<file path="src/design/rrbct_pkg.sv">
`timescale 1ns / 1ps
`default_nettype none

package rrbct_pkg;

    // count fields: run pixels, blob widths and blob rows
    localparam int CNT_BITS = 12;
    localparam logic [CNT_BITS-1:0] CNT_MAX = '1;

    // gap counter saturates at the top of its range
    localparam int GAP_BITS = 8;
    localparam logic [GAP_BITS-1:0] GAP_MAX = '1;

    localparam int LW_BITS = 12;

    // configuration port
    localparam int CFG_IDX_BITS  = 2;
    localparam int CFG_DATA_BITS = 12;
    localparam logic [CFG_IDX_BITS-1:0] REG_GAP_LIMIT  = 2'd0;
    localparam logic [CFG_IDX_BITS-1:0] REG_LINE_WIDTH = 2'd1;
    localparam logic [GAP_BITS-1:0]     GAP_RESET      = 8'd50;
    localparam logic [LW_BITS-1:0]      LW_RESET       = 12'd640;

    // a merge folds the second blob in with one-third weight
    localparam logic [CNT_BITS-1:0] MERGE_K = 12'd2;

    typedef enum logic [1:0] {
        STATUS_JOIN = 2'd0,
        STATUS_NEW  = 2'd1,
        STATUS_DROP = 2'd2
    } status_t;

    typedef enum logic [11:0] {
        S_IDLE     = 12'b0000_0000_0001,
        S_RUNDIV   = 12'b0000_0000_0010,
        S_SCAN_RD  = 12'b0000_0000_0100,
        S_SCAN_CHK = 12'b0000_0000_1000,
        S_MERGE_X  = 12'b0000_0001_0000,
        S_MERGE_Y  = 12'b0000_0010_0000,
        S_CMP_RD   = 12'b0000_0100_0000,
        S_CMP_WR   = 12'b0000_1000_0000,
        S_FINAL    = 12'b0001_0000_0000,
        S_UPD_X    = 12'b0010_0000_0000,
        S_UPD_Y    = 12'b0100_0000_0000,
        S_OUT      = 12'b1000_0000_0000
    } state_t;

endpackage

`default_nettype wire

</file>
<file path="src/design/rrbct_ram.sv">
`timescale 1ns / 1ps
`default_nettype none

module rrbct_ram #(
    parameter int WIDTH = 8,
    parameter int DEPTH = 16
) (
    input  logic                     clk,
    input  logic                     we,
    input  logic [$clog2(DEPTH)-1:0] waddr,
    input  logic [WIDTH-1:0]         wdata,
    input  logic [$clog2(DEPTH)-1:0] raddr,
    output logic [WIDTH-1:0]         rdata
);

    logic [WIDTH-1:0] mem [DEPTH];
    logic [WIDTH-1:0] rdata_reg;

    always_ff @(posedge clk)
    begin
        if (we)
        begin
            mem[waddr] <= wdata;
        end
        rdata_reg <= mem[raddr];
    end

    assign rdata = rdata_reg;

endmodule

`default_nettype wire

</file>
<file path="src/design/rrbct_div.sv">
`timescale 1ns / 1ps
`default_nettype none

// avg + trunc((v - avg) / (k + 1)), one quotient bit per cycle
module rrbct_div #(
    parameter int WIDTH = 16
) (
    input  logic                          clk,
    input  logic                          rst_n,
    input  logic                          start,
    input  logic [WIDTH-1:0]              avg,
    input  logic [WIDTH-1:0]              v,
    input  logic [rrbct_pkg::CNT_BITS-1:0] k,
    output logic                          busy,
    output logic                          done,
    output logic [WIDTH-1:0]              res
);

    localparam int CB   = rrbct_pkg::CNT_BITS;
    localparam int CNTW = $clog2(WIDTH + 1);

    logic             busy_reg, busy_next;
    logic             done_reg, done_next;
    logic [CNTW-1:0]  cnt_reg, cnt_next;
    logic [WIDTH-1:0] q_reg, q_next;
    logic [CB-1:0]    rem_reg, rem_next;
    logic [CB:0]      div_reg, div_next;
    logic             neg_reg, neg_next;
    logic [WIDTH-1:0] avg_reg, avg_next;

    logic [WIDTH:0]   diff;
    logic [WIDTH:0]   diff_mag;
    logic [CB:0]      rem_sh;
    logic [CB:0]      rem_sub;
    logic             q_bit;

    always_comb
    begin
        diff     = {1'b0, v} - {1'b0, avg};
        diff_mag = diff[WIDTH] ? (~diff + 1'b1) : diff;
        rem_sh   = {rem_reg, q_reg[WIDTH-1]};
        q_bit    = (rem_sh >= div_reg);
        rem_sub  = rem_sh - div_reg;

        busy_next = busy_reg;
        done_next = 1'b0;
        cnt_next  = cnt_reg;
        q_next    = q_reg;
        rem_next  = rem_reg;
        div_next  = div_reg;
        neg_next  = neg_reg;
        avg_next  = avg_reg;

        if (busy_reg)
        begin
            q_next   = {q_reg[WIDTH-2:0], q_bit};
            rem_next = q_bit ? rem_sub[CB-1:0] : rem_sh[CB-1:0];
            cnt_next = cnt_reg - CNTW'(1);
            if (cnt_reg == CNTW'(1))
            begin
                busy_next = 1'b0;
                done_next = 1'b1;
            end
        end
        else if (start)
        begin
            busy_next = 1'b1;
            cnt_next  = CNTW'(WIDTH);
            q_next    = diff_mag[WIDTH-1:0];
            rem_next  = '0;
            div_next  = {1'b0, k} + (CB+1)'(1);
            neg_next  = diff[WIDTH];
            avg_next  = avg;
        end
    end

    always_ff @(posedge clk or negedge rst_n)
    begin
        if (!rst_n)
        begin
            busy_reg <= 1'b0;
            done_reg <= 1'b0;
            cnt_reg  <= '0;
        end
        else
        begin
            busy_reg <= busy_next;
            done_reg <= done_next;
            cnt_reg  <= cnt_next;
        end
    end

    always_ff @(posedge clk)
    begin
        q_reg   <= q_next;
        rem_reg <= rem_next;
        div_reg <= div_next;
        neg_reg <= neg_next;
        avg_reg <= avg_next;
    end

    assign busy = busy_reg;
    assign done = done_reg;
    assign res  = neg_reg ? (avg_reg - q_reg) : (avg_reg + q_reg);

endmodule

`default_nettype wire

</file>
<file path="src/design/row_run_blob_centroid_tracker_core.sv">
`timescale 1ns / 1ps
`default_nettype none

// row-run blob centroid tracker: binary pixels come in one beat each, row by row; the
// running mean column and pixel count of the open run are kept, and a run closes after
// gap_limit off pixels or on the pixel at column line_width-1. a closed run is matched
// against the blob table (held in one ram, one slot per word) and yields one result beat:
// joined, new blob, or dropped when the table is full. all cumulative means go through a
// single shared restoring divider of width MW = max(COLUMN_BITS, ROW_BITS) + FRAC_BITS
// (16 by default) that produces one quotient bit per cycle. an on pixel waits for the
// divider to fold it into the run mean; when a pixel closes the run the blob walk follows:
// each occupied slot is read and checked, each merge runs an x and a y division and moves
// the later slots down, a joined blob runs an x and a y division, a new or dropped one
// goes straight to output, and the result waits while the previous beat is still held.
// the next pixel is taken while the previous result beat still waits at the output.
module row_run_blob_centroid_tracker_core #(
    parameter int BLOB_SLOTS  = 16,
    parameter int COLUMN_BITS = 11,
    parameter int ROW_BITS    = 12,
    parameter int FRAC_BITS   = 4
) (
    input  logic                                      clk,
    input  logic                                      rst_n,
    // pixel channel
    input  logic                                      in_valid,
    output logic                                      in_ready,
    input  logic                                      pixel_on,
    input  logic [COLUMN_BITS-1:0]                    column,
    input  logic [ROW_BITS-1:0]                       row,
    // result channel
    output logic                                      out_valid,
    input  logic                                      out_ready,
    output logic [1:0]                                status,
    output logic [$clog2(BLOB_SLOTS)-1:0]             blob_index,
    output logic [COLUMN_BITS+FRAC_BITS-1:0]          centroid_x,
    output logic [ROW_BITS+FRAC_BITS-1:0]             centroid_y,
    output logic [rrbct_pkg::CNT_BITS-1:0]            blob_height,
    output logic [$clog2(BLOB_SLOTS+1)-1:0]           blob_count,
    // configuration write channel
    input  logic                                      cfg_valid,
    output logic                                      cfg_ready,
    input  logic [rrbct_pkg::CFG_IDX_BITS-1:0]        cfg_index,
    input  logic [rrbct_pkg::CFG_DATA_BITS-1:0]       cfg_data
);

    localparam int IW    = $clog2(BLOB_SLOTS);
    localparam int CW    = $clog2(BLOB_SLOTS + 1);
    localparam int XW    = COLUMN_BITS + FRAC_BITS;
    localparam int YW    = ROW_BITS + FRAC_BITS;
    localparam int MW    = (XW > YW) ? XW : YW;
    localparam int CB    = rrbct_pkg::CNT_BITS;
    localparam int GB    = rrbct_pkg::GAP_BITS;
    localparam int LB    = rrbct_pkg::LW_BITS;
    localparam int EW    = (COLUMN_BITS > LB) ? COLUMN_BITS : LB;
    localparam int OW    = ((COLUMN_BITS > CB) ? COLUMN_BITS : CB) + FRAC_BITS + 5;
    // slot word: mean x, mean y, last width, last row, rows
    localparam int REC_W = XW + YW + CB + ROW_BITS + CB;

    // configuration registers
    logic [GB-1:0] gap_limit_reg;
    logic [LB-1:0] line_width_reg;

    // control and working state
    rrbct_pkg::state_t  state_reg, state_next;
    rrbct_pkg::status_t status_reg, status_next;
    logic [XW-1:0]       run_mean_reg, run_mean_next;
    logic [CB-1:0]       run_pixels_reg, run_pixels_next;
    logic [GB-1:0]       gap_count_reg, gap_count_next;
    logic                run_open_reg, run_open_next;
    logic                close_reg, close_next;
    logic [ROW_BITS-1:0] row_reg, row_next;
    logic [CW-1:0]       count_reg, count_next;
    logic [CW-1:0]       i_reg, i_next;
    logic [CW-1:0]       j_reg, j_next;
    logic                found_reg, found_next;
    logic [IW-1:0]       slot_reg, slot_next;
    logic [XW-1:0]       wk_mx_reg, wk_mx_next;
    logic [YW-1:0]       wk_my_reg, wk_my_next;
    logic [CB-1:0]       wk_width_reg, wk_width_next;
    logic [CB-1:0]       wk_rows_reg, wk_rows_next;
    logic [YW-1:0]       oth_my_reg, oth_my_next;

    // output stage
    logic                out_valid_reg, out_valid_next;
    rrbct_pkg::status_t  out_status_reg, out_status_next;
    logic [IW-1:0]       out_index_reg, out_index_next;
    logic [XW-1:0]       out_cx_reg, out_cx_next;
    logic [YW-1:0]       out_cy_reg, out_cy_next;
    logic [CB-1:0]       out_ht_reg, out_ht_next;
    logic [CW-1:0]       out_count_reg, out_count_next;

    // shared divider
    logic          div_start, div_busy, div_done;
    logic [MW-1:0] div_avg, div_v, div_res;
    logic [CB-1:0] div_k;

    // slot ram
    logic             ram_we;
    logic [IW-1:0]    ram_waddr, ram_raddr;
    logic [REC_W-1:0] ram_wdata, ram_rdata;

    // decoded read word
    logic [XW-1:0]       rd_mx;
    logic [YW-1:0]       rd_my;
    logic [CB-1:0]       rd_width;
    logic [ROW_BITS-1:0] rd_lastrow;
    logic [CB-1:0]       rd_rows;

    // pixel side helpers
    logic [LB-1:0] lw_m1;
    logic          row_end;
    logic [GB-1:0] gap_inc;
    logic [CB-1:0] pix_inc;
    logic [CB-1:0] rows_inc;
    logic [YW-1:0] row_fix;
    logic [CW-1:0] i_inc, j_inc;

    // overlap test in units of 2^-(FRAC_BITS+1) column, signed
    logic [OW-1:0] ov_rx, ov_rh, ov_g, ov_bx2, ov_bw, ov_gs;
    logic [OW-1:0] ov_hi, ov_lo, ov_left, ov_right, ov_dr;
    logic          ov_stale, ov_fail_lo, ov_fail_hi, ov_match;

    rrbct_div #(
        .WIDTH (MW)
    ) u_div (
        .clk   (clk),
        .rst_n (rst_n),
        .start (div_start),
        .avg   (div_avg),
        .v     (div_v),
        .k     (div_k),
        .busy  (div_busy),
        .done  (div_done),
        .res   (div_res)
    );

    rrbct_ram #(
        .WIDTH (REC_W),
        .DEPTH (BLOB_SLOTS)
    ) u_slots (
        .clk   (clk),
        .we    (ram_we),
        .waddr (ram_waddr),
        .wdata (ram_wdata),
        .raddr (ram_raddr),
        .rdata (ram_rdata)
    );

    assign rd_mx      = ram_rdata[REC_W-1 -: XW];
    assign rd_my      = ram_rdata[REC_W-XW-1 -: YW];
    assign rd_width   = ram_rdata[2*CB+ROW_BITS-1 -: CB];
    assign rd_lastrow = ram_rdata[CB+ROW_BITS-1 -: ROW_BITS];
    assign rd_rows    = ram_rdata[CB-1:0];

    // row end: only the last column of a non-zero line width
    assign lw_m1   = line_width_reg - LB'(1);
    assign row_end = (line_width_reg != '0) && (EW'(column) == EW'(lw_m1));

    assign gap_inc  = (gap_count_reg == rrbct_pkg::GAP_MAX) ? gap_count_reg
                                                            : gap_count_reg + GB'(1);
    assign pix_inc  = (run_pixels_reg == rrbct_pkg::CNT_MAX) ? run_pixels_reg
                                                             : run_pixels_reg + CB'(1);
    assign rows_inc = (wk_rows_reg == rrbct_pkg::CNT_MAX) ? wk_rows_reg
                                                          : wk_rows_reg + CB'(1);
    assign row_fix  = YW'(row_reg) << FRAC_BITS;
    assign i_inc    = i_reg + CW'(1);
    assign j_inc    = j_reg + CW'(1);

    always_comb
    begin
        ov_rx    = OW'(run_mean_reg[XW-1 -: COLUMN_BITS]);
        ov_rh    = OW'(run_pixels_reg[CB-1:1]);
        ov_g     = OW'(gap_limit_reg);
        ov_bx2   = OW'(rd_mx) << 1;
        ov_bw    = OW'(rd_width) << FRAC_BITS;
        ov_gs    = ov_g << (FRAC_BITS + 1);
        ov_hi    = (ov_rx + ov_rh + ov_g) << (FRAC_BITS + 1);
        ov_lo    = (ov_rx - ov_rh) << (FRAC_BITS + 1);
        ov_left  = ov_bx2 - ov_bw;
        ov_right = ov_bx2 + ov_bw + ov_gs;
        ov_dr    = OW'(row_reg) - OW'(rd_lastrow);
        // blob last seen more than gap_limit rows ago
        ov_stale   = $signed(ov_dr) > $signed(ov_g);
        ov_fail_lo = $signed(ov_hi) < $signed(ov_left);
        ov_fail_hi = $signed(ov_lo) > $signed(ov_right);
        ov_match   = !ov_stale && !ov_fail_lo && !ov_fail_hi;
    end

    always_comb
    begin
        state_next      = state_reg;
        status_next     = status_reg;
        run_mean_next   = run_mean_reg;
        run_pixels_next = run_pixels_reg;
        gap_count_next  = gap_count_reg;
        run_open_next   = run_open_reg;
        close_next      = close_reg;
        row_next        = row_reg;
        count_next      = count_reg;
        i_next          = i_reg;
        j_next          = j_reg;
        found_next      = found_reg;
        slot_next       = slot_reg;
        wk_mx_next      = wk_mx_reg;
        wk_my_next      = wk_my_reg;
        wk_width_next   = wk_width_reg;
        wk_rows_next    = wk_rows_reg;
        oth_my_next     = oth_my_reg;

        // output beat leaves when taken
        out_valid_next  = out_valid_reg && !out_ready;
        out_status_next = out_status_reg;
        out_index_next  = out_index_reg;
        out_cx_next     = out_cx_reg;
        out_cy_next     = out_cy_reg;
        out_ht_next     = out_ht_reg;
        out_count_next  = out_count_reg;

        in_ready  = 1'b0;
        div_start = 1'b0;
        div_avg   = MW'(wk_mx_reg);
        div_v     = MW'(run_mean_reg);
        div_k     = wk_width_reg;
        ram_we    = 1'b0;
        ram_waddr = slot_reg;
        ram_wdata = {wk_mx_reg, wk_my_reg, run_pixels_reg, row_reg, wk_rows_reg};
        ram_raddr = i_reg[IW-1:0];

        unique case (state_reg)
            rrbct_pkg::S_IDLE:
            begin
                in_ready = 1'b1;
                if (in_valid)
                begin
                    row_next   = row;
                    i_next     = '0;
                    found_next = 1'b0;
                    if (pixel_on)
                    begin
                        // fold the pixel into the run mean
                        gap_count_next = '0;
                        run_open_next  = 1'b1;
                        close_next     = row_end;
                        div_start      = 1'b1;
                        div_avg        = MW'(run_mean_reg);
                        div_v          = MW'(XW'(column) << FRAC_BITS);
                        div_k          = run_pixels_reg;
                        state_next     = rrbct_pkg::S_RUNDIV;
                    end
                    else if (run_open_reg)
                    begin
                        gap_count_next = gap_inc;
                        if ((gap_inc >= gap_limit_reg) || row_end)
                        begin
                            state_next = rrbct_pkg::S_SCAN_RD;
                        end
                    end
                end
            end

            rrbct_pkg::S_RUNDIV:
            begin
                if (div_done)
                begin
                    run_mean_next   = div_res[XW-1:0];
                    run_pixels_next = pix_inc;
                    state_next      = close_reg ? rrbct_pkg::S_SCAN_RD : rrbct_pkg::S_IDLE;
                end
            end

            rrbct_pkg::S_SCAN_RD:
            begin
                ram_raddr  = i_reg[IW-1:0];
                state_next = (i_reg < count_reg) ? rrbct_pkg::S_SCAN_CHK
                                                 : rrbct_pkg::S_FINAL;
            end

            rrbct_pkg::S_SCAN_CHK:
            begin
                if (ov_match && !found_reg)
                begin
                    // first match takes the run
                    found_next    = 1'b1;
                    slot_next     = i_reg[IW-1:0];
                    wk_mx_next    = rd_mx;
                    wk_my_next    = rd_my;
                    wk_width_next = rd_width;
                    wk_rows_next  = rd_rows;
                    i_next        = i_inc;
                    state_next    = rrbct_pkg::S_SCAN_RD;
                end
                else if (ov_match)
                begin
                    // later match merges into the first one
                    oth_my_next = rd_my;
                    div_start   = 1'b1;
                    div_avg     = MW'(wk_mx_reg);
                    div_v       = MW'(rd_mx);
                    div_k       = rrbct_pkg::MERGE_K;
                    state_next  = rrbct_pkg::S_MERGE_X;
                end
                else
                begin
                    i_next     = i_inc;
                    state_next = rrbct_pkg::S_SCAN_RD;
                end
            end

            rrbct_pkg::S_MERGE_X:
            begin
                if (div_done)
                begin
                    wk_mx_next = div_res[XW-1:0];
                    div_start  = 1'b1;
                    div_avg    = MW'(wk_my_reg);
                    div_v      = MW'(oth_my_reg);
                    div_k      = rrbct_pkg::MERGE_K;
                    state_next = rrbct_pkg::S_MERGE_Y;
                end
            end

            rrbct_pkg::S_MERGE_Y:
            begin
                if (div_done)
                begin
                    wk_my_next = div_res[YW-1:0];
                    count_next = count_reg - CW'(1);
                    j_next     = i_reg;
                    state_next = rrbct_pkg::S_CMP_RD;
                end
            end

            rrbct_pkg::S_CMP_RD:
            begin
                // close the hole: slot j takes slot j+1
                ram_raddr = j_inc[IW-1:0];
                if (j_inc < count_reg + CW'(1) && j_reg < count_reg)
                begin
                    state_next = rrbct_pkg::S_CMP_WR;
                end
                else
                begin
                    i_next     = i_inc;
                    state_next = rrbct_pkg::S_SCAN_RD;
                end
            end

            rrbct_pkg::S_CMP_WR:
            begin
                ram_we     = 1'b1;
                ram_waddr  = j_reg[IW-1:0];
                ram_wdata  = ram_rdata;
                j_next     = j_inc;
                state_next = rrbct_pkg::S_CMP_RD;
            end

            rrbct_pkg::S_FINAL:
            begin
                if (found_reg)
                begin
                    status_next = rrbct_pkg::STATUS_JOIN;
                    div_start   = 1'b1;
                    div_avg     = MW'(wk_mx_reg);
                    div_v       = MW'(run_mean_reg);
                    div_k       = wk_width_reg;
                    state_next  = rrbct_pkg::S_UPD_X;
                end
                else if (count_reg >= CW'(BLOB_SLOTS))
                begin
                    status_next  = rrbct_pkg::STATUS_DROP;
                    slot_next    = '0;
                    wk_mx_next   = '0;
                    wk_my_next   = '0;
                    wk_rows_next = '0;
                    state_next   = rrbct_pkg::S_OUT;
                end
                else
                begin
                    // a fresh slot has zero weight, so its means become the run's
                    status_next  = rrbct_pkg::STATUS_NEW;
                    slot_next    = count_reg[IW-1:0];
                    wk_mx_next   = run_mean_reg;
                    wk_my_next   = row_fix;
                    wk_rows_next = CB'(1);
                    ram_we       = 1'b1;
                    ram_waddr    = count_reg[IW-1:0];
                    ram_wdata    = {run_mean_reg, row_fix, run_pixels_reg, row_reg, CB'(1)};
                    count_next   = count_reg + CW'(1);
                    state_next   = rrbct_pkg::S_OUT;
                end
            end

            rrbct_pkg::S_UPD_X:
            begin
                if (div_done)
                begin
                    wk_mx_next = div_res[XW-1:0];
                    div_start  = 1'b1;
                    div_avg    = MW'(wk_my_reg);
                    div_v      = MW'(row_fix);
                    div_k      = wk_rows_reg;
                    state_next = rrbct_pkg::S_UPD_Y;
                end
            end

            rrbct_pkg::S_UPD_Y:
            begin
                if (div_done)
                begin
                    wk_my_next   = div_res[YW-1:0];
                    wk_rows_next = rows_inc;
                    ram_we       = 1'b1;
                    ram_waddr    = slot_reg;
                    ram_wdata    = {wk_mx_reg, div_res[YW-1:0], run_pixels_reg, row_reg,
                                    rows_inc};
                    state_next   = rrbct_pkg::S_OUT;
                end
            end

            rrbct_pkg::S_OUT:
            begin
                if (!out_valid_reg || out_ready)
                begin
                    out_valid_next  = 1'b1;
                    out_status_next = status_reg;
                    out_index_next  = slot_reg;
                    out_cx_next     = wk_mx_reg;
                    out_cy_next     = wk_my_reg;
                    out_ht_next     = wk_rows_reg;
                    out_count_next  = count_reg;
                    run_mean_next   = '0;
                    run_pixels_next = '0;
                    gap_count_next  = '0;
                    run_open_next   = 1'b0;
                    state_next      = rrbct_pkg::S_IDLE;
                end
            end

            default:
            begin
                state_next = rrbct_pkg::S_IDLE;
            end
        endcase
    end

    always_ff @(posedge clk or negedge rst_n)
    begin
        if (!rst_n)
        begin
            state_reg      <= rrbct_pkg::S_IDLE;
            run_mean_reg   <= '0;
            run_pixels_reg <= '0;
            gap_count_reg  <= '0;
            run_open_reg   <= 1'b0;
            close_reg      <= 1'b0;
            count_reg      <= '0;
            i_reg          <= '0;
            j_reg          <= '0;
            found_reg      <= 1'b0;
            out_valid_reg  <= 1'b0;
        end
        else
        begin
            state_reg      <= state_next;
            run_mean_reg   <= run_mean_next;
            run_pixels_reg <= run_pixels_next;
            gap_count_reg  <= gap_count_next;
            run_open_reg   <= run_open_next;
            close_reg      <= close_next;
            count_reg      <= count_next;
            i_reg          <= i_next;
            j_reg          <= j_next;
            found_reg      <= found_next;
            out_valid_reg  <= out_valid_next;
        end
    end

    // payload registers
    always_ff @(posedge clk)
    begin
        status_reg     <= status_next;
        row_reg        <= row_next;
        slot_reg       <= slot_next;
        wk_mx_reg      <= wk_mx_next;
        wk_my_reg      <= wk_my_next;
        wk_width_reg   <= wk_width_next;
        wk_rows_reg    <= wk_rows_next;
        oth_my_reg     <= oth_my_next;
        out_status_reg <= out_status_next;
        out_index_reg  <= out_index_next;
        out_cx_reg     <= out_cx_next;
        out_cy_reg     <= out_cy_next;
        out_ht_reg     <= out_ht_next;
        out_count_reg  <= out_count_next;
    end

    // configuration writes, unknown index ignored
    assign cfg_ready = 1'b1;

    always_ff @(posedge clk or negedge rst_n)
    begin
        if (!rst_n)
        begin
            gap_limit_reg  <= rrbct_pkg::GAP_RESET;
            line_width_reg <= rrbct_pkg::LW_RESET;
        end
        else if (cfg_valid && cfg_ready)
        begin
            unique case (cfg_index)
                rrbct_pkg::REG_GAP_LIMIT:  gap_limit_reg  <= cfg_data[GB-1:0];
                rrbct_pkg::REG_LINE_WIDTH: line_width_reg <= cfg_data[LB-1:0];
                default:                   ;
            endcase
        end
    end

    assign out_valid   = out_valid_reg;
    assign status      = out_status_reg;
    assign blob_index  = out_index_reg;
    assign centroid_x  = out_cx_reg;
    assign centroid_y  = out_cy_reg;
    assign blob_height = out_ht_reg;
    assign blob_count  = out_count_reg;

    // table never holds more blobs than slots
    assert property (@(posedge clk) disable iff (!rst_n)
        count_reg <= CW'(BLOB_SLOTS))
        else $error("blob count beyond table size");

    // divider is never restarted mid-division
    assert property (@(posedge clk) disable iff (!rst_n)
        div_start |-> !div_busy)
        else $error("divider started while busy");

    // a finished result waits while the output beat is still held
    assert property (@(posedge clk) disable iff (!rst_n)
        (state_reg == rrbct_pkg::S_OUT && out_valid_reg && !out_ready)
        |=> (state_reg == rrbct_pkg::S_OUT))
        else $error("result overwrote a pending beat");

    // an off pixel with no run open keeps the tracker idle
    assert property (@(posedge clk) disable iff (!rst_n)
        (in_valid && in_ready && !pixel_on && !run_open_reg)
        |=> (state_reg == rrbct_pkg::S_IDLE))
        else $error("idle off pixel left the idle state");

endmodule

`default_nettype wire
</file>
<file path="config.mk">
export PLATFORM = sky130hd
export DESIGN_NAME = row_run_blob_centroid_tracker_core
export DESIGN_NICKNAME = d
export VERILOG_FILES = /design/src/design/rrbct_pkg.sv /design/src/design/rrbct_ram.sv /design/src/design/rrbct_div.sv /design/src/design/row_run_blob_centroid_tracker_core.sv
export SDC_FILE = /design/constraint.sdc
export NUM_CORES = 2
export LEC_CHECK = 0
export BUFFER_PORTS_ARGS = -buffer_cell sky130_fd_sc_hd__buf_2
export CAP_MARGIN = 10
export CORE_ASPECT_RATIO = 0.6
export CORE_MARGIN = 8
export CORE_UTILIZATION = 65
export CTS_BUF_LIST = sky130_fd_sc_hd__clkbuf_8
export DETAILED_ROUTE_END_ITERATION = 8
export PLACE_DENSITY = 0.82
export SETUP_SLACK_MARGIN = 0.02
export SLEW_MARGIN = 20
export SYNTH_ARGS = -nofsm -noshare
export SYNTH_HDL_FRONTEND = slang
export SYNTH_SLANG_ARGS = --single-unit
</file>
<file path="constraint.sdc">
create_clock -name clk -period 12.5 [get_ports clk]
set_clock_uncertainty 0.15 [all_clocks]
set_input_delay 3.75 -clock clk [delete_from_list [all_inputs] [get_ports clk]]
set_output_delay 3.75 -clock clk [all_outputs]
set_load 0.005 [all_outputs]
</file>
Word level (Yosys, flattened, before mapping):

Memories as Yosys holds them, arrays and structs flattened. A register that Yosys moved wholly into a read port is not among the register bits.
Cells that the tools add are included.

* magnitude comparators: 9
* eq/ne operators: 36
* reductions and logical operators: 50
* muxes and demuxes: 123
* add/sub/neg operators: 22
* bitwise logic cells: 3

Operators by type and width (count)
* 2-to-1 mux 12 bit: 27
* case mux 67 bit (3 select lines): 1
* 2-to-1 mux 16 bit: 11
* 2-to-1 mux 15 bit: 11
* case mux 12 bit (12 select lines): 1
* 2-to-1 mux 67 bit: 2
* case mux 16 bit (4 select lines): 1
* 2-to-1 mux 5 bit: 12
* 2-to-1 mux 52 bit: 1
* 2-to-1 mux 8 bit: 6
* case mux 12 bit (4 select lines): 1
* case mux 16 bit (3 select lines): 1
* case mux 15 bit (3 select lines): 1
* == test 12 bit (second input constant): 3
* case mux 12 bit (3 select lines): 1
* subtractor 16 x 16 -> 17 bit: 2
* case mux 16 bit (2 select lines): 1
* AND reduction 4 bit: 8
* case mux 15 bit (2 select lines): 1
* adder 12 x 1 -> 12 bit (second input constant): 2
* 2-to-1 mux 1 bit: 24
* 2-to-1 mux 4 bit: 6
* case mux 12 bit (2 select lines): 1
* case mux 5 bit (2 select lines): 2
* 62 further kinds: 116

* output and inout bits: 57
* register bits: 294
* bits in writable memories: 1072
* memories kept: 1

Memories
* u_slots.mem: depth 16, width 67, read ports 1, clocked after Yosys merged registers in 1, wr ports 1, line rrbct_ram.sv:16 `logic [WIDTH-1:0] mem [DEPTH];`

Depth between registers and ports, before layout:

* depth after elaboration: 15
* gate-level depth with buffers: 39

Modules after synthesis:

Synthesis repeated with hierarchy kept, for this count alone.

* cells, all modules: 4031
* area, all modules: 63096.8 µm²

Modules (own cells, without submodules)
* rrbct_ram: cells an instance 1724, seq. area each 33532.2 µm², area an instance 41404.7 µm², times used 1
* row_run_blob_centroid_tracker_core: cells an instance 1738, seq. area each 6453.7 µm², area an instance 16214.3 µm², times used 1
* rrbct_div: cells an instance 569, seq. area each 1916.8 µm², area an instance 5477.8 µm², times used 1

Least setup slack after synthesis:

Ideal clock, no wire load.

* path type: input port to flip-flop
* from: in pixel_on
* to: reg u_div.q_reg[12], data pin
* data required time: 12090 ps
* arrival time: 7943 ps
* stages on the path: 22
* slack: 4147 ps
* library setup time: 260 ps
* buffers on the path: 3
* cell sequence: clkbuf_1 nand2_1 nand2_1 o21ai_1 or2_2 clkbuf_1 clkbuf_1 nand2_1 nand2_1 ha_1 fa_1 nand2b_1 a21boi_0 o21ai_0 a21oi_1 o22ai_1 xnor2_1 or4_1 a211oi_1 nand2b_1 xnor2_1 mux2_2

* word-level cells in the longest chain between the ends: 9

Ends and longest elaborated chain
* start: declaration: line row_run_blob_centroid_tracker_core.sv:27 `input logic pixel_on,`
* 2-to-1 mux 15 bit (*): line row_run_blob_centroid_tracker_core.sv:238 `if (pixel_on)`
* 2-to-1 mux 15 bit (*): line row_run_blob_centroid_tracker_core.sv:233 `if (in_valid)`
* case mux 16 bit (2 select lines) (*): line row_run_blob_centroid_tracker_core.sv:229 `unique case (state_reg)`
* via div_avg[0]: line row_run_blob_centroid_tracker_core.sv:94 `logic [MW-1:0] div_avg, div_v, div_res;`
* subtractor 16 x 16 -> 17 bit (*): line rrbct_div.sv:39 `diff = {1'b0, v} - {1'b0, avg};`
* inverter 16 bit: line rrbct_div.sv:40 `diff_mag = diff[WIDTH] ? (~diff + 1'b1) : diff;`
* adder 16 x 1 -> 16 bit: line rrbct_div.sv:40
* 2-to-1 mux 16 bit (*): line rrbct_div.sv:40
* 2-to-1 mux 16 bit (*): line rrbct_div.sv:65 `else if (start)`
* 2-to-1 mux 16 bit (*): line rrbct_div.sv:54 `if (busy_reg)`
* via u_div.q_next[12]: line rrbct_div.sv:25 `logic [WIDTH-1:0] q_reg, q_next;`
* end signal: assignment: line rrbct_div.sv:95 `q_reg <= q_next;`
* end: declaration: line rrbct_div.sv:25

Mark *: on every way through the listed nets, which the timed path passes. The rest lies on a longest branch. The select of a mux whose other input is x is not followed.
A chain may end at the register's enable or synchronous reset.

Final worst setup path:

* from: reg u_slots.rdata_reg[57] (netlist: u_slots.rdata[57]) (read register of u_slots.mem)
* to: reg u_div.q_reg[15], data pin

* word-level cells in the longest chain between the ends: 14

Ends and longest elaborated chain
* start: declaration: line rrbct_ram.sv:17 `logic [WIDTH-1:0] rdata_reg;`
* adder 16 x 16 -> 17 bit / subtractor 16 x 16 -> 17 bit (equally long branches): line row_run_blob_centroid_tracker_core.sv:180, row_run_blob_centroid_tracker_core.sv:179
* adder 17 x 13 -> 18 bit / < comparator 19 x 17 -> 1 bit (equally long branches): line row_run_blob_centroid_tracker_core.sv:180, row_run_blob_centroid_tracker_core.sv:184
* > comparator 17 x 19 -> 1 bit / zero test 1 bit (equally long branches): line row_run_blob_centroid_tracker_core.sv:185, row_run_blob_centroid_tracker_core.sv:186
* zero test 1 bit / logical AND 1 bit (equally long branches): line row_run_blob_centroid_tracker_core.sv:186 `ov_match = !ov_stale && !ov_fail_lo && !ov_fail_hi;`
* logical AND 1 bit: line row_run_blob_centroid_tracker_core.sv:186
* 2-to-1 mux 15 bit / logical AND 1 bit (equally long branches): line row_run_blob_centroid_tracker_core.sv:292, row_run_blob_centroid_tracker_core.sv:280
* 2-to-1 mux 15 bit (*): line row_run_blob_centroid_tracker_core.sv:280 `if (ov_match && !found_reg)`
* case mux 16 bit (4 select lines) (*): line row_run_blob_centroid_tracker_core.sv:229
* subtractor 16 x 16 -> 17 bit (*): line rrbct_div.sv:39
* inverter 16 bit: line rrbct_div.sv:40
* adder 16 x 1 -> 16 bit: line rrbct_div.sv:40
* 2-to-1 mux 16 bit (*): line rrbct_div.sv:40
* 2-to-1 mux 16 bit (*): line rrbct_div.sv:65
* 2-to-1 mux 16 bit (*): line rrbct_div.sv:54
* via u_div.q_next[15]: line rrbct_div.sv:25

Marked as above.

==> impl_metrics.toml <==
[logic_synthesis]
synthArstFlopShare_pct = 6.49
synth.top_cell.area_share_pct = 60.0
yosys.area.top_type = "edfxtp_1"
synth_flop_cell = "edfxtp_1"
netlist_area_um2 = 63700
synth_nets = 4381
syn_area_per_cell_um2 = 15.4
ys_warn_count = 0
ys_top_cells_by_area = "edfxtp_1 60%, mux4_2 9.5%, dfrtp_1 3.4%, ha_1 3.4%, dfxtp_1 2.1%"
syn_inst = 4140
synth_edf_count = 1273
synth-seq-cells = 1433
seq_area_frac_synth_pct = 65.8
ys_types = 89

[setup_path]
cpMostUsedCell = "a21oi_1"
crit_path_max_incr_delay_ns = 0.80
start_kind = "flop"
cp_max_fo = 15
path_class = "reg -> reg"
cp_top_family = "compound AO/OA/AOI/OAI gates"
cp_data_arrival_time_ns = 9.96
endpoint_kind = "flop"
crit_required_ns = 13.01
worst-path-buf-inv = 2
critPathSlowestCell = "nor2_1"

[clock_tree]
clk_pin_slew_ns = 0.07
cts.path.max_buffers = 3
hold_buffers = 0
post_cts_buffers = 0
cts-root-buf = "clkbuf_8"
cts_buffers = 193
cts_sinks = 1433
htreeDepth = 4
ctsResizeCount = 0
cts_tree = "yes"
clk_latency_ns = 0.91

[power]
p_sw_mw = 4.99
power.density_nw_per_um2 = 197
p_int_mw = 8.78
p_leak_nw = 25.6
ir_drop_uv = 163
pwr-share-comb_pct = 32.8
pwr-share-clk_pct = 24.8
totalPowerFinal_mw = 13.8
p_seq_share_pct = 42.4
sw_frac_of_total_pct = 36.2

[floorplan]
rows = 89
fp.dieH_um = 259
die-area_um2 = 109000
start_util_pct = 65.2
pin_count = 100
die_width_um = 420
core_area_um2 = 97800

[layout]
fin_nets = 4596
largest_reg_flops = 1072
area_growth_pct = 9.66
layout-drive-gt1-share_pct = 18.1
layout_commonest_cell = "edfxtp_1"
layout_common_cells = "1273 x edfxtp_1, 268 x mux4_2, 255 x nand2_1"
fin_cells = 5842
fillCellCount = 6171

[route]
viasPerCell = 6.87
postRouteWirelength_mm = 181
drt-initial-drc-count = 6529
drc = 4
wl_per_cell_um = 31.0
final_antenna_net_count = 0
dr.pass1.iters = 9
via_count = 40100

[run_status]
status = "complete, but fails checks"
failed_checks = "DRC"

[timing]
worstMarginPinSlew_ns = 1.26
fin_crit_ns = 9.45
setup_tns_ns = 0
period_share_pct = 75.6
hold_viol_final = 0
setup_violations = 0
max_freq_mhz = 106
slew_headroom_pct = 16.2
slew_viol_final = 0
layout_setup_ws_ns = 3.05
rsz0062_at_grt = "false"

[place]
dp_hpwl_mm = 118
dp_slack_ns = 3.41
place_inst = 5479
io_buffers = 98
gp_congestion = 1.04

[grt]
grt.total_usage_pct = 33.0
grt_pass1_vias = 38600
grt_overflow = 0
antenna_found_initial = 9
grt_pass1_wl_mm = 261
grt_max_degree = 141

[run]
cap_violations = 0

[min_path]
holdCritPathClass = "reg -> reg"
## final cells by class
class	instances	area [µm²]	area share, %
Sequential cell	1433	41900	60.0
Multi-Input combinational cell	2346	20600	29.5
Clock buffer	219	3010	4.31
Tap cell	1319	1650	2.36
Timing Repair Buffer	208	1360	1.94
Clock inverter	139	661	0.945
Inverter	173	649	0.929
Antenna cell	5	12.5	0.0179
## layer usage
metal | vias up | share of wire (%) | track usage [%]
li1 | 16600 | - | -
met4 | 8 | 3.5 | 11.7
met2 | 3012 | 42 | 45.8
met5 | - | 0.089 | 0.847
met1 | 20100 | 40 | 49.4
met3 | 414 | 14 | 10.7
## worst reg2reg max path, delay by kind of cell, from the launching register on
family / cells / cell delay (ns)
compound gates: 18 / 4.18
simple gates: 8 / 1.85
flops: 1 / 0.57
mux: 1 / 0.28
xor+xnor: 2 / 0.40
fa+ha+maj: 4 / 1.44
buf+inv: 2 / 0.37
## synth_stat cells (6+ instances only)
| cell | count |
|---|---|
| ha_1 | 174 |
| mux2i_1 | 98 |
| o21a_1 | 15 |
| o21ai_0 | 175 |
| o22ai_1 | 13 |
| and3_1 | 9 |
| a221o_1 | 17 |
| a221oi_1 | 21 |
| nand3_1 | 44 |
| dfrtp_1 | 87 |
| a21o_1 | 49 |
| or3_1 | 17 |
| mux4_2 | 268 |
| nor2b_1 | 88 |
| o31ai_1 | 21 |
| o211ai_1 | 8 |
| a22o_1 | 24 |
| mux2_2 | 25 |
| fa_1 | 24 |
| edfxtp_1 | 1273 |
| xnor2_1 | 113 |
| a21boi_0 | 9 |
| nand4_1 | 21 |
| dfstp_2 | 6 |
| nand2_1 | 255 |
| xor2_1 | 32 |
| nor3_1 | 48 |
| or4_1 | 7 |
| a32oi_1 | 8 |
| and2_1 | 30 |
| or2_2 | 10 |
| nor2_1 | 198 |
| buf_2 | 50 |
| a211oi_1 | 82 |
| a222oi_1 | 10 |
| a21oi_1 | 218 |
| inv_1 | 171 |
| o21bai_1 | 10 |
| a31oi_1 | 23 |
| nand2b_1 | 29 |
| dfxtp_1 | 67 |
| a22oi_1 | 60 |
| nor4_1 | 15 |
| buf_1 | 16 |
| clkbuf_1 | 119 |
## logic make-up after synthesis
family	share of synthesized area [%]
DFF	65.8
and+or+nand+nor	6.14
AOI/OAI and AO/OA	8.23
muxes	11.5
buffers and inverters	2.25
adders and majority gates	4.17
xor gates and xnor gates	1.99
other	0.00589
## per-stage QoR
stage | cell area (µm²) | hold slack, ns | util, %
global route | 69900 | 0.291 | 71.5
finish | 69900 | 0.270 | 71.5
CTS | 69800 | 0.280 | 71.4
detailed placement | 66200 | 0.267 | 67.7
floorplan | 63700 | 0.250 | -
global placement | 66200 | 0.256 | 67.7
## path summary, 6_finish.rpt
check / from / cells past startpoint / slack [ns] / end
setup reg to reg: u_slots.rdata[57] / 35 / 3.05 / u_div.q_reg[15]
max in group asynchronous: rst_n / 2 / 8.17 / j_reg[0]
hold / removal: status_reg[0] / 0 / 0.27 / status[0]
min in group asynchronous: rst_n / 1 / 2.72 / line_width_reg[2]
hold reg to reg: status_reg[0] / 0 / 0.27 / status[0]
setup / recovery: u_slots.rdata[57] / 35 / 3.05 / u_div.q_reg[15]
## power groups by stage
| stage | clock network, mW | registers [mW] | logic (mW) |
|---|---|---|---|
| finish | 3.42 | 5.84 | 4.52 |
| global route | 3.64 | 5.84 | 4.80 |
| CTS | 3.44 | 5.81 | 4.32 |
| detailed placement | 0 | 5.91 | 4.29 |
| global placement | 0 | 5.91 | 4.25 |
| floorplan | 0 | 5.77 | 2.92 |
(Power assumes the default switching activity.)
